<file path="src/rtl/core/jsu_pkg.sv">
// Package for the JSON string unescape block: transfer payload types,
// result kind codes, decoder state and the hex digit and escape byte helpers. No dependencies.
`default_nettype none

package jsu_pkg;

	typedef struct packed {
		logic [7:0] in_byte;
		logic       end_of_data;
	} in_item_t;

	typedef struct packed {
		logic [7:0] out_byte;
		logic [1:0] kind;
		logic       last;
	} out_item_t;

	localparam logic [1:0] KIND_BYTE  = 2'd0;
	localparam logic [1:0] KIND_DONE  = 2'd1;
	localparam logic [1:0] KIND_ERROR = 2'd2;

	localparam logic [7:0] CH_QUOTE     = 8'h22;
	localparam logic [7:0] CH_BACKSLASH = 8'h5C;
	localparam logic [7:0] CH_U         = 8'h75;

	localparam int MaxResults = 3;

	typedef enum logic [1:0] {
		MODE_IDLE = 2'd0,
		MODE_STR  = 2'd1,
		MODE_ESC  = 2'd2,
		MODE_HEX  = 2'd3
	} mode_t;

	typedef struct packed {
		mode_t       mode;
		logic [1:0]  hex_cnt;
		logic [15:0] code_point;
	} dec_state_t;

	localparam dec_state_t STATE_RESET = '{MODE_IDLE, 2'd0, 16'd0};

	typedef struct packed {
		logic [1:0]                     cnt;
		out_item_t [MaxResults-1:0]     ent;
	} res_group_t;

	typedef struct packed {
		logic       ok;
		logic [3:0] value;
	} hex_digit_t;

	function automatic hex_digit_t hex_value(input logic [7:0] b);
		hex_digit_t r;
		r = '{1'b0, 4'd0};
		if (b inside {[8'h30:8'h39]}) begin
			r.ok = 1'b1;
			r.value = b[3:0];
		end else if (b inside {[8'h61:8'h66], [8'h41:8'h46]}) begin
			r.ok = 1'b1;
			r.value = 4'(b[2:0] + 3'd1) + 4'd8;
		end
		return r;
	endfunction

	function automatic logic [7:0] escape_byte(input logic [7:0] b);
		logic [7:0] r;
		case (b)
			8'h62: r = 8'h08;
			8'h66: r = 8'h0C;
			8'h6E: r = 8'h0A;
			8'h72: r = 8'h0D;
			8'h74: r = 8'h09;
			default: r = b;
		endcase
		return r;
	endfunction

endpackage

`default_nettype wire

</file>
<file path="src/rtl/core/jsu_decode.sv">
// Next-state and result-group logic for one input byte of the unescape block.
// Depends on jsu_pkg.
`default_nettype none

module jsu_decode
	import jsu_pkg::*;
(
	input  dec_state_t st,
	input  in_item_t   item,
	output dec_state_t nxt,
	output res_group_t grp
);

	hex_digit_t  hv;
	logic [15:0] cp;
	logic [7:0]  b;

	assign b  = item.in_byte;
	assign hv = hex_value(b);
	assign cp = {st.code_point[11:0], hv.value};

	always_comb begin
		nxt = st;
		grp = '0;
		if (item.end_of_data) begin
			grp.cnt = 2'd1;
			grp.ent[0].kind = KIND_ERROR;
			nxt = STATE_RESET;
		end else begin
			case (st.mode)
				MODE_IDLE: begin
					if (b == CH_QUOTE) begin
						nxt.mode = MODE_STR;
					end else begin
						grp.cnt = 2'd1;
						grp.ent[0].kind = KIND_ERROR;
					end
				end
				MODE_STR: begin
					if (b == CH_QUOTE) begin
						grp.cnt = 2'd1;
						grp.ent[0].kind = KIND_DONE;
						nxt.mode = MODE_IDLE;
					end else if (b == CH_BACKSLASH) begin
						nxt.mode = MODE_ESC;
					end else begin
						grp.cnt = 2'd1;
						grp.ent[0].out_byte = b;
						grp.ent[0].kind = KIND_BYTE;
					end
				end
				MODE_ESC: begin
					if (b == CH_U) begin
						nxt.mode = MODE_HEX;
						nxt.hex_cnt = 2'd0;
						nxt.code_point = 16'd0;
					end else begin
						grp.cnt = 2'd1;
						grp.ent[0].out_byte = escape_byte(b);
						grp.ent[0].kind = KIND_BYTE;
						nxt.mode = MODE_STR;
					end
				end
				MODE_HEX: begin
					if (!hv.ok) begin
						grp.cnt = 2'd1;
						grp.ent[0].kind = KIND_ERROR;
						nxt = STATE_RESET;
					end else if (st.hex_cnt != 2'd3) begin
						nxt.hex_cnt = st.hex_cnt + 2'd1;
						nxt.code_point = cp;
					end else begin
						nxt.mode = MODE_STR;
						nxt.hex_cnt = 2'd0;
						nxt.code_point = 16'd0;
						grp.ent[0].kind = KIND_BYTE;
						grp.ent[1].kind = KIND_BYTE;
						grp.ent[2].kind = KIND_BYTE;
						if (cp < 16'h0080) begin
							grp.cnt = 2'd1;
							grp.ent[0].out_byte = cp[7:0];
						end else if (cp < 16'h0800) begin
							grp.cnt = 2'd2;
							grp.ent[0].out_byte = 8'hC0 | {3'd0, cp[10:6]};
							grp.ent[1].out_byte = 8'h80 | {2'd0, cp[5:0]};
						end else begin
							grp.cnt = 2'd3;
							grp.ent[0].out_byte = 8'hE0 | {4'd0, cp[15:12]};
							grp.ent[1].out_byte = 8'h80 | {2'd0, cp[11:6]};
							grp.ent[2].out_byte = 8'h80 | {2'd0, cp[5:0]};
						end
					end
				end
				default: begin
					nxt = STATE_RESET;
				end
			endcase
		end
		case (grp.cnt)
			2'd1: grp.ent[0].last = 1'b1;
			2'd2: grp.ent[1].last = 1'b1;
			2'd3: grp.ent[2].last = 1'b1;
			default: ;
		endcase
	end

endmodule

`default_nettype wire

</file>
<file path="src/rtl/core/json_string_unescape.sv">
// Top level of the JSON string unescape block: decoder state and result register.
// Depends on jsu_pkg and jsu_decode.
`default_nettype none

//  channel | direction | handshake             | payload
//  raw     | in        | raw_valid, raw_stall  | in_item_t  (in_byte, end_of_data)
//  dec     | out       | dec_valid, dec_stall  | out_item_t (out_byte, kind, last)
//
// One raw byte is taken per cycle unless raw_stall holds it. A \u escape that
// expands to two or three UTF-8 bytes holds the raw side while the result
// register drains. Results appear in the cycle after their byte is taken.
// Reset clears the decoder to idle and empties the result register.
// raw_stall rises only while results from an earlier byte still wait.

module json_string_unescape
	import jsu_pkg::*;
(
	input  logic      clk,
	input  logic      arst_n,
	input  logic      raw_valid,
	output logic      raw_stall,
	input  in_item_t  raw_data,
	output logic      dec_valid,
	input  logic      dec_stall,
	output out_item_t dec_data
);

	dec_state_t                 st_q;
	dec_state_t                 st_nxt;
	res_group_t                 grp_nxt;
	logic [1:0]                 rem_q;
	out_item_t [MaxResults-1:0] ent_q;
	logic                       take;
	logic                       pop;

	jsu_decode u_decode (
		.st   (st_q),
		.item (raw_data),
		.nxt  (st_nxt),
		.grp  (grp_nxt)
	);

	assign dec_valid = (rem_q != 2'd0);
	assign dec_data  = ent_q[0];
	assign pop       = dec_valid && !dec_stall;
	assign raw_stall = (rem_q > 2'd1) || ((rem_q == 2'd1) && dec_stall);
	assign take      = raw_valid && !raw_stall;

	always_ff @(posedge clk or negedge arst_n) begin
		if (!arst_n) begin
			st_q  <= STATE_RESET;
			rem_q <= 2'd0;
		end else begin
			if (take) begin
				st_q  <= st_nxt;
				rem_q <= grp_nxt.cnt;
			end else if (pop) begin
				rem_q <= rem_q - 2'd1;
			end
		end
	end

	always_ff @(posedge clk) begin
		if (take) begin
			ent_q <= grp_nxt.ent;
		end else if (pop) begin
			ent_q <= {out_item_t'('0), ent_q[MaxResults-1:1]};
		end
	end

	a_eod_error: assert property (@(posedge clk) disable iff (!arst_n)
		take && raw_data.end_of_data |=> dec_valid && dec_data.kind == KIND_ERROR
			&& dec_data.last && st_q.mode == MODE_IDLE)
		else $error("end of data did not give a single error result");

	a_status_last: assert property (@(posedge clk) disable iff (!arst_n)
		dec_valid && dec_data.kind != KIND_BYTE |-> dec_data.last)
		else $error("completion or error result not marked last");

	a_hex_mode: assert property (@(posedge clk) disable iff (!arst_n)
		st_q.hex_cnt != 2'd0 |-> st_q.mode == MODE_HEX)
		else $error("hex digit count set outside a unicode escape");

	a_no_take_busy: assert property (@(posedge clk) disable iff (!arst_n)
		rem_q > 2'd1 |-> raw_stall)
		else $error("raw byte taken while several results wait");

endmodule

`default_nettype wire
</file>
<file path="config.mk">
export PLATFORM = sky130hd
export DESIGN_NAME = json_string_unescape
export DESIGN_NICKNAME = d
export VERILOG_FILES = /design/src/rtl/core/jsu_pkg.sv /design/src/rtl/core/jsu_decode.sv /design/src/rtl/core/json_string_unescape.sv
export SDC_FILE = /design/constraint.sdc
export NUM_CORES = 1
export LEC_CHECK = 0
export BUFFER_PORTS_ARGS = -buffer_cell sky130_fd_sc_hd__buf_2
export CORE_MARGIN = 4
export CORE_UTILIZATION = 53
export DETAILED_ROUTE_END_ITERATION = 10
export HOLD_SLACK_MARGIN = 0.1
export PLACE_DENSITY_LB_ADDON = 0.15
export SYNTH_ARGS = -nofsm -noshare
export SYNTH_HDL_FRONTEND = slang
export SYNTH_SLANG_ARGS = --single-unit
</file>
<file path="constraint.sdc">
create_clock -name clk -period 2.92 [get_ports clk]
set_clock_uncertainty 0.1 [all_clocks]
set_input_delay 0.292 -clock clk [delete_from_list [all_inputs] [get_ports clk]]
set_output_delay 0.292 -clock clk [all_outputs]
set_load 0.01 [all_outputs]
</file>
==> results of run 1 <==
## cell type report
cell class                      count  area [um2]  share of cell area [%]
Timing Repair Buffer               32         193                    6.49
Clock buffer                        7        76.3                    2.57
Sequential cell                    45        1260                    42.5
Tap cell                           67        83.8                    2.82
Multi-Input combinational cell    191        1320                    44.3
Inverter                            9        33.8                    1.14
Clock inverter                      1        5.00                   0.169
## layout by cell type (no fill, tap or decap), drive strengths merged, types with 10 or more instances in the layout
master  instances
nand2          24
a22o           12
dfrtp          18
a21oi          11
nor2           17
o21ai          18
buf            31
and2           10
edfxtp         27
nand3          10
## per-layer routing
metal  part of all wire [%]  vias to the layer above  routed length (um)
met1                     47                     1060                2870
met2                     44                       88                2680
li1                       -                     1030                   -
met3                    7.1                       14                 429
met4                    1.6                        0                 100
met5                      0                        -                   0
## flip-flops by register name, indices dropped and copies added, names as in the netlist
| name | flops |
|---|---|
| rem_q | 2 |
| st_q | 16 |
| ent_q | 16 |
| dec_data | 11 |
## cells by family after synthesis
group	Yosys count	synth area share, %
compound gates	80	21.5
simple gates	96	20.1
flops	45	45.9
xor+xnor	1	0.319
mux	7	2.69
buf+inv	32	6.37
fa+ha+maj	7	3.19
## power by group through the flow
| stage | Clock, mW | Combinational, mW | Sequential (mW) |
|---|---|---|---|
| 5_1_grt | 0.387 | 0.736 | 1.00 |
| 6_report | 0.354 | 0.659 | 0.985 |
| 3_5_place_dp | 0 | 0.661 | 0.998 |
| 2_1_floorplan | 0 | 0.532 | 0.971 |
| 4_1_cts | 0.364 | 0.665 | 0.986 |
| 3_3_place_gp | 0 | 0.659 | 0.996 |
## per-stage QoR
stage / utilization (%) / hold WS (ps) / setup WS, ps
floorplan: - / -104 / 155
CTS: 60.8 / 234 / 493
global route: 60.8 / 239 / 360
global placement: 59.0 / 157 / 367
finish: 60.8 / 241 / 479
detailed placement: 59.0 / 160 / 257
## final timing paths
check	endpoint	slack (ps)	cells past startpoint
worst max register to register	st_q[16]	480	7
worst min-delay path	st_q[18]	240	2
max in group asynchronous	st_q[8]	2050	2
min in group asynchronous	rem_q[1]	370	2
worst max-delay path	st_q[16]	480	7
worst min register to register	st_q[17]	400	1
## timing repair
item	CTS	global route
endpoints found under the setup margin	0	0
hold buffers	1	0
hold endpoints to repair	18	0
## critical path: cells and delay by family (launching register included)
kind | cells | cell delay (ps)
adder cells (fa/ha/maj) | 1 | 150
buffers and inverters | 2 | 190
flip-flops | 1 | 400
multiplexers | 2 | 770
AND/OR/NAND/NOR | 2 | 700
==> results.sh, run 1 <==
export IMPL_status="completed"
export IMPL_total_power_mw=2.00
export IMPL_max_freq_mhz=410
export IMPL_setup_viol_count_final=0
export IMPL_cts_tree="yes"
export IMPL_synth_top_cells_by_count="27 x edfxtp_1, 24 x nand2_1, 18 x dfrtp_1, 17 x nor2_1, 16 x o21ai_0"
export IMPL_min_path_type="primary input to register"
export IMPL_path_class="register to register"
export IMPL_fin_crit_ps=2440
export IMPL_slew_viol_final=0
export IMPL_grt_pass1_vias=1966
export IMPL_grt_pass1_wl_um=10100
export IMPL_synthToLayoutAreaGrowth_pct=8.01
export IMPL_antenna_found_initial=0
export IMPL_grtUsageTotal_pct=20.6
export IMPL_rows=25
export IMPL_max_cap_viol_count=0
export IMPL_drt_iter0_markers=296
export IMPL_synth_top_area_cell="edfxtp_1"
export IMPL_synth_seq_cells=45
export IMPL_arrival_ps=2510
export IMPL_placedCellCount=343
export IMPL_die_x_um=80.0
export IMPL_clk_latency_ps=290
export IMPL_synth_cells=268
export IMPL_cts_buffers=5
export IMPL_crit_start="rem_q[1]"
export IMPL_pwr_share_seq_pct=49.3
export IMPL_post_synth_top_count_cell="edfxtp_1"
export IMPL_vias=2192
export IMPL_grt_overflow=0
export IMPL_top_usage_layer="met1"
export IMPL_pwr_density_cell_nw_per_um2=673
export IMPL_p_sw_uw=655
export IMPL_synth_seq_area_share_pct=45.9
export IMPL_fin_setup_tns_ps=0
export IMPL_die_area_um2=6400
export IMPL_antenna_cells=0
export IMPL_cp_slowest_cell="dfrtp_1"
export IMPL_leakage_nw=1.24
export IMPL_drt_pass1_iterations=5
export IMPL_fin_nets=304
export IMPL_synth_nets=288
export IMPL_worstReg2RegStart="rem_q[1]"
export IMPL_synth_edff_count=27
export IMPL_core_area_um2=4880
export IMPL_intPower_mw=1.34
export IMPL_swShare_pct=32.8
export IMPL_use_met3_pct=4.63
export IMPL_worstPathCellList="inv_1 -> ha_1 -> mux2_2 -> or2_1 -> inv_2 -> nand2_1 -> mux2_2"
export IMPL_clock_root_buffer="clkbuf_8"
export IMPL_slew_headroom_pct=61.8
export IMPL_end_kind="register"
export IMPL_cp_slowest_stage_delay_ps=400
export IMPL_via_per_inst=6.23
export IMPL_worst_path_max_fanout=14
export IMPL_drc=0
export IMPL_synth_top_area_share_pct=29.5
export IMPL_post_cts_setup_buffer_count=0
export IMPL_wl_per_cell_um=17.3
export IMPL_peakVddDrop_mv=0.374
export IMPL_ios=26
export IMPL_syn_avg_cell_area_um2=10.3
export IMPL_synth_ff_type="edfxtp_1"
export IMPL_post_route_period_util_pct=83.6
export IMPL_grt_setup_unrepaired="false"
export IMPL_wl_um=6080
export IMPL_final_cell_area_um2=2970
export IMPL_clk_pin_slew_worst_paths_ps=80
export IMPL_syn_cell_area_um2=2750
export IMPL_grt_use_met2_pct=30.3
export IMPL_synth_distinct_cells=60
export IMPL_final_cells=352
export IMPL_critPathRequiredTime_ps=2990
export IMPL_die_h_um=80.0
export IMPL_comb_power_share_pct=33.0
export IMPL_tightest_slew_ps=567
export IMPL_p_clk_share_pct=17.7
export IMPL_drive_gt1_share_pct=18.6
export IMPL_cts_resized=0
export IMPL_hold_violations=0
export IMPL_dp_hpwl_um=4550
export IMPL_crit_path_frequent_cell="mux2_2"
export IMPL_start_util_pct=56.3
export IMPL_fillers=410
export IMPL_post_dp_cell_area_um2=2880
export IMPL_cts_buffer_depth=2
export IMPL_worstHoldStart="raw_data[0]"
export IMPL_grt_max_degree=30
export IMPL_postSynth_asyncResetShare_pct=40.0
export IMPL_grt_use_met1_pct=30.4
export IMPL_cp_start_kind="register"
export IMPL_yosysWarnings=0
export IMPL_antenna_left=0
export IMPL_io_buffer_count=25
export IMPL_htree_levels=2
export IMPL_clock_sinks=45
export IMPL_ys_top_cells_by_area="edfxtp_1 29%, dfrtp_1 16%, a22o_1 3.8%, buf_4 3.6%, nand2_1 3.3%"
export IMPL_place_congestion=0.909
(Power assumes the default switching activity.)
==> run 2: changes to the inputs <==
ABC_AREA = 1   (was not set)
CORE_UTILIZATION = 59   (was 53)
clock period = 2.3 ns   (was 2.92 ns; I/O delays follow)
==> run 2 against run 1 <==
Effect of this change: area after synthesis grew 2.6%; worst setup slack got worse by 290 ps; sequential power is 28% higher.
==> results.sh, run 2 <==
export IMPL_status="completed"
export IMPL_end_kind="register"
export IMPL_pwr_density_cell_nw_per_um2=902
export IMPL_post_cts_setup_buffer_count=0
export IMPL_synth_ff_type="edfxtp_1"
export IMPL_clock_root_buffer="clkbuf_8"
export IMPL_die_h_um=77.1
export IMPL_total_power_mw=2.75
export IMPL_worstHoldStart="dec_stall"
export IMPL_ios=26
export IMPL_ff2ff_setup_slack_ps=190
export IMPL_syn_cell_area_um2=2820
export IMPL_arrival_ps=2060
export IMPL_slew_headroom_pct=58.6
export IMPL_cp_start_kind="register"
export IMPL_cts_buffers=5
export IMPL_grtUsageTotal_pct=21.6
export IMPL_synth_cells=347
export IMPL_postSynth_asyncResetShare_pct=40.0
export IMPL_wl_um=6040
export IMPL_synthToLayoutAreaGrowth_pct=8.12
export IMPL_final_cell_area_um2=3050
export IMPL_intPower_mw=1.75
export IMPL_worstPathCellList="inv_1 -> ha_1 -> or2_1 -> nand3_1 -> inv_1 -> nand2_1 -> inv_1 -> nand2_2 -> nor2_4 -> inv_2 -> nor2_1"
export IMPL_critPathRequiredTime_ps=2250
export IMPL_antenna_cells=0
export IMPL_grt_max_degree=20
export IMPL_grt_setup_unrepaired="false"
export IMPL_drt_pass1_iterations=5
export IMPL_crit_family="simple AND/OR/NAND/NOR gates"
export IMPL_cts_buffer_depth=2
export IMPL_place_congestion=0.975
export IMPL_post_synth_top_count_cell="nand2_1"
export IMPL_max_cap_viol_count=0
export IMPL_layout_common_cells="99 x nand2_1, 36 x inv_1, 36 x nor2_1"
export IMPL_io_buffer_count=25
export IMPL_p_sw_mw=1.00
export IMPL_post_dp_cell_area_um2=2950
export IMPL_synth_distinct_cells=37
export IMPL_swShare_pct=36.4
export IMPL_fin_nets=389
export IMPL_drive_gt1_share_pct=18.9
export IMPL_synth_edff_count=27
export IMPL_core_area_um2=4470
export IMPL_yosysWarnings=0
export IMPL_fin_crit_ps=2110
export IMPL_grt_pass1_wl_um=10300
export IMPL_hold_worst_slack_ps=238
export IMPL_max_freq_mhz=473
export IMPL_vias=2325
export IMPL_p_clk_share_pct=18.2
export IMPL_comb_power_share_pct=36.0
export IMPL_wl_per_cell_um=14.3
export IMPL_hold_buffers=1
export IMPL_post_route_period_util_pct=91.9
export IMPL_cts_tree="yes"
export IMPL_synth_top_area_cell="edfxtp_1"
export IMPL_synth_seq_area_share_pct=44.7
export IMPL_clock_sinks=45
export IMPL_start_util_pct=63.0
export IMPL_worstReg2RegStart="rem_q[1]"
export IMPL_clk_pin_slew_worst_paths_ps=80
export IMPL_crit_path_frequent_cell="inv_1"
export IMPL_setup_viol_count_final=0
export IMPL_slew_viol_final=0
export IMPL_synth_top_cells_by_count="99 x nand2_1, 36 x inv_1, 36 x nor2_1, 27 x edfxtp_1, 27 x nand3_1"
export IMPL_htree_levels=2
export IMPL_path_class="register to register"
export IMPL_rows=24
export IMPL_final_cells=422
export IMPL_grt_pass1_vias=2210
export IMPL_dp_hpwl_um=4660
export IMPL_fin_setup_tns_ps=0
export IMPL_cp_slowest_cell="dfrtp_1"
export IMPL_min_path_type="primary input to register"
export IMPL_worst_path_max_fanout=11
export IMPL_syn_avg_cell_area_um2=8.13
export IMPL_clk_latency_ps=300
export IMPL_grt_overflow=0
export IMPL_pwr_share_seq_pct=45.9
export IMPL_drc=0
export IMPL_setup_ws_ps=186
export IMPL_antenna_found_initial=0
export IMPL_post_place_ws_ps=85.5
export IMPL_cts_resized=0
export IMPL_final_common_cell="nand2_1"
export IMPL_die_area_um2=5950
export IMPL_drt_iter0_markers=242
export IMPL_synth_top_area_share_pct=28.7
export IMPL_synth_seq_cells=45
export IMPL_tightest_slew_ps=621
export IMPL_via_per_inst=5.51
export IMPL_ys_top_cells_by_area="edfxtp_1 29%, dfrtp_1 16%, nand2_1 13%, inv_1 4.8%, nand3_1 4.8%"
export IMPL_cp_slowest_stage_delay_ps=350
export IMPL_final_util_pct=68.1
export IMPL_die_x_um=77.1
export IMPL_path_buf_inv=4
export IMPL_peakVddDrop_mv=0.495
export IMPL_antenna_left=0
export IMPL_synth_nets=367
export IMPL_placedCellCount=413
export IMPL_crit_start="rem_q[1]"
export IMPL_hold_violations=0
export IMPL_leakage_nw=1.44
run 2: changes by cell type in the layout (fill, tap and decap cells not counted), moves of 10 or more:
| cell | previous run | this run |
|---|---|---|
| nor2_1 | 17 | 36 |
| o21ai_1 | 2 | 12 |
| inv_1 | 8 | 36 |
| a22o_1 | 12 | 0 |
| nand3_1 | 10 | 27 |
| nand2_1 | 24 | 99 |
| and2_1 | 10 | 0 |
| o22ai_2 | 0 | 10 |
run 2: cells by family (layout without fill, tap and decap cells):
family                   count (synthesis)  in the layout  synth area share [%]
AO/OA/AOI/OAI                           53             53                  13.1
flip-flops                              45             45                  44.7
XOR/XNOR                                 2              2                 0.621
AND/OR/NAND/NOR                        178            178                  27.7
buffers and inverters                   61             84                  10.3
adder cells (fa/ha/maj)                  7              7                  3.11
multiplexers                             1              1                 0.355
run 2: metal layers:
| metal | vias to the layer above | global-route usage (%) | wire length, um |
|---|---|---|---|
| met5 | - | 0 | 0 |
| met4 | 0 | 5.16 | 73 |
| met3 | 10 | 4.57 | 330 |
| met2 | 67 | 35.8 | 2860 |
| met1 | 1076 | 28.9 | 2770 |
| li1 | 1172 | - | - |
run 2: power groups by stage:
stage	clock network (mW)	registers, mW	logic [mW]
final	0.500	1.26	0.990
after global routing	0.547	1.29	1.12
after CTS	0.504	1.26	0.992
after detailed placement	0	1.28	0.988
after global placement	0	1.27	0.979
after floorplan	0	1.27	0.772
run 2: path summary, 6_finish.rpt:
check / endpoint / cells past startpoint
min in group asynchronous: st_q[17] / 2
hold / removal: rem_q[0] / 4
hold reg to reg: st_q[16] / 1
setup / recovery: ent_q[28] / 11
max in group asynchronous: st_q[3] / 2
setup reg to reg: ent_q[28] / 11
run 2: layout make-up:
class / instances / area (um2)
repair buffers: 33 / 200
well taps: 52 / 65.1
clock buffers: 5 / 68.8
inverters: 43 / 161
clock inverters: 3 / 21.3
flip-flops and latches: 45 / 1260
fillers: 395 / 1430
multi-input cells: 241 / 1270
run 2: worst reg2reg max path: cells and delay by family, from the launching register on:
family,cells,cell delay (ps)
and+or+nand+nor,6,840
DFF,1,350
buffers and inverters,4,390
adders and majority gates,1,190
==> run 3: changes to the inputs <==
--- a/config.mk
+++ b/config.mk
@@ -7,3 +7,3 @@
 export LEC_CHECK = 0
-export ABC_AREA = 1
+export ABC_AREA = 0
 export BUFFER_PORTS_ARGS = -buffer_cell sky130_fd_sc_hd__buf_2
==> constraint.sdc (replaced) <==
create_clock -name clk -period 2.3 [get_ports clk]
set_clock_uncertainty 0.1 [all_clocks]
set_input_delay 0.115 -clock clk [delete_from_list [all_inputs] [get_ports clk]]
set_output_delay 0.115 -clock clk [all_outputs]
set_load 0.01 [all_outputs]
==> run 3 against run 2 <==
Effect of this change: count of clock-buffer cells in the layout grew 1; worst hold slack lost 49 ps; critical path depth down 3; non-clock buffer count up 13; via count shrank 2.4%; global-route usage rose by 1.8 points; largest cell class unchanged.
==> results.sh, run 3 (same netlist as run 1, synthesis figures left out) <==
export IMPL_pwr_density_cell_nw_per_um2=842
export IMPL_slew_headroom_pct=69.9
export IMPL_grtUsageTotal_pct=23.4
export IMPL_worstPathCellList="inv_1 -> ha_1 -> mux2_2 -> nor3_4 -> buf_6 -> o21a_4 -> o21ai_0 -> o221ai_1"
export IMPL_worst_path_max_fanout=7
export IMPL_post_dp_cell_area_um2=2960
export IMPL_antenna_left=0
export IMPL_critPathRequiredTime_ps=2320
export IMPL_htree_levels=2
export IMPL_path_depth=8
export IMPL_reg2reg_depth=8
export IMPL_hold_violations=0
export IMPL_drt_pass1_iterations=5
export IMPL_drive_gt1_share_pct=24.1
export IMPL_setup_viol_count_final=0
export IMPL_fin_nets=318
export IMPL_cts_buffers=5
export IMPL_clk_pin_slew_worst_paths_ps=90
export IMPL_place_congestion=0.937
export IMPL_p_sw_uw=867
export IMPL_clk_latency_ps=300
export IMPL_cp_slowest_cell="dfrtp_1"
export IMPL_die_area_um2=5810
export IMPL_final_cell_area_um2=3100
export IMPL_leakage_nw=1.32
export IMPL_pwr_share_seq_pct=47.5
export IMPL_antenna_found_initial=0
export IMPL_final_common_cell="edfxtp_1"
export IMPL_clock_root_buffer="clkbuf_8"
export IMPL_dp_hpwl_um=4780
export IMPL_swShare_pct=33.2
export IMPL_max_cap_viol_count=0
export IMPL_grt_max_degree=30
export IMPL_max_freq_mhz=458
export IMPL_fin_setup_tns_ps=0
export IMPL_cp_slowest_stage_delay_ps=390
export IMPL_tightest_slew_ps=452
export IMPL_antenna_cells=0
export IMPL_post_route_period_util_pct=94.9
export IMPL_io_buffer_count=25
export IMPL_cts_tree="yes"
export IMPL_grt_pass1_vias=2120
export IMPL_end_kind="register"
export IMPL_ios=26
export IMPL_core_area_um2=4440
export IMPL_grt_pass1_wl_um=10800
export IMPL_start_util_pct=61.9
export IMPL_path_buf_inv=2
export IMPL_cts_buffer_depth=2
export IMPL_intPower_mw=1.74
export IMPL_die_h_um=76.3
export IMPL_p_clk_share_pct=18.7
export IMPL_path_class="register to register"
export IMPL_fin_crit_ps=2180
export IMPL_min_path_type="primary input to asynchronous set/reset pin"
export IMPL_wl_per_cell_um=18.7
export IMPL_grt_setup_unrepaired="false"
export IMPL_synthToLayoutAreaGrowth_pct=12.8
export IMPL_rows=24
export IMPL_via_per_inst=6.47
export IMPL_comb_power_share_pct=33.8
export IMPL_status="completed"
export IMPL_layout_common_cells="27 x edfxtp_1, 25 x buf_2, 24 x nand2_1"
export IMPL_arrival_ps=2210
export IMPL_wl_um=6560
export IMPL_clock_sinks=45
export IMPL_grt_overflow=0
export IMPL_die_x_um=76.3
export IMPL_drt_iter0_markers=304
export IMPL_crit_family="compound AO/OA/AOI/OAI gates"
export IMPL_cp_start_kind="register"
export IMPL_slew_viol_final=0
export IMPL_drc=0
export IMPL_vias=2270
export IMPL_peakVddDrop_mv=0.392
run 3: cell types whose count changed in the layout (fill, tap and decap cells not counted), sizes merged, moves of 5 or more:
cell / previous run / this run
o211ai: 1 / 7
o21ai: 26 / 18
inv: 43 / 9
nand2: 104 / 24
nor2: 39 / 17
nand2b: 0 / 5
o22ai: 13 / 2
and2: 0 / 10
a22o: 0 / 12
nand3: 29 / 10
buf: 32 / 44
run 3: cell type report:
class,count,area (um2)
clock inverters,2,15.0
clock buffers,6,72.6
multi-input cells,191,1340
fillers,344,1340
inverters,9,33.8
well taps,52,65.1
repair buffers,46,317
flip-flops and latches,45,1260
run 3: stage by stage:
stage               setup WS, ps  total power [mW]  std cells  utilization (%)  hold slack, ps
finish                       116              2.61        351             69.8             189
global route                15.6              2.76        351             69.8             220
CTS                         13.4              2.61        351             69.3             192
detailed placement         -7.83              2.12        340             66.6           -21.0
global placement            40.3              2.10        340             66.6           -17.9
floorplan                   55.0              1.91        268                -            -281
run 3: layer usage:
metal / up-vias / wire length [um] / global-route usage (%)
met2: 98 / 3030 / 37.1
met4: 0 / 217 / 8.15
li1: 1065 / - / -
met5: - / 0 / 0
met3: 28 / 373 / 4.26
met1: 1079 / 2940 / 32.3
run 3: final timing paths:
check,start,to,slack (ps)
max reg2reg,rem_q[1],dec_data[3],120
min,arst_n,rem_q[0],190
max,rem_q[1],dec_data[3],120
max in group asynchronous,arst_n,st_q[17],1590
min reg2reg,ent_q[30],ent_q[19],430
min in group clk,dec_stall,rem_q[0],190
run 3: repair_timing:
action	CTS	global route
pin swaps	1	2
setup endpoints to repair	4	32
resized for setup	2	6
endpoints found under the hold margin	20	0
hold buffers	2	0
setup buffers	1	0
run 3: power by group through the flow:
stage,sequential [mW],combinational [mW],clock (mW)
after floorplan,1.23,0.680,0
after global placement,1.25,0.850,0
after detailed placement,1.26,0.860,0
after CTS,1.24,0.876,0.489
after global routing,1.26,0.968,0.533
final,1.24,0.884,0.487
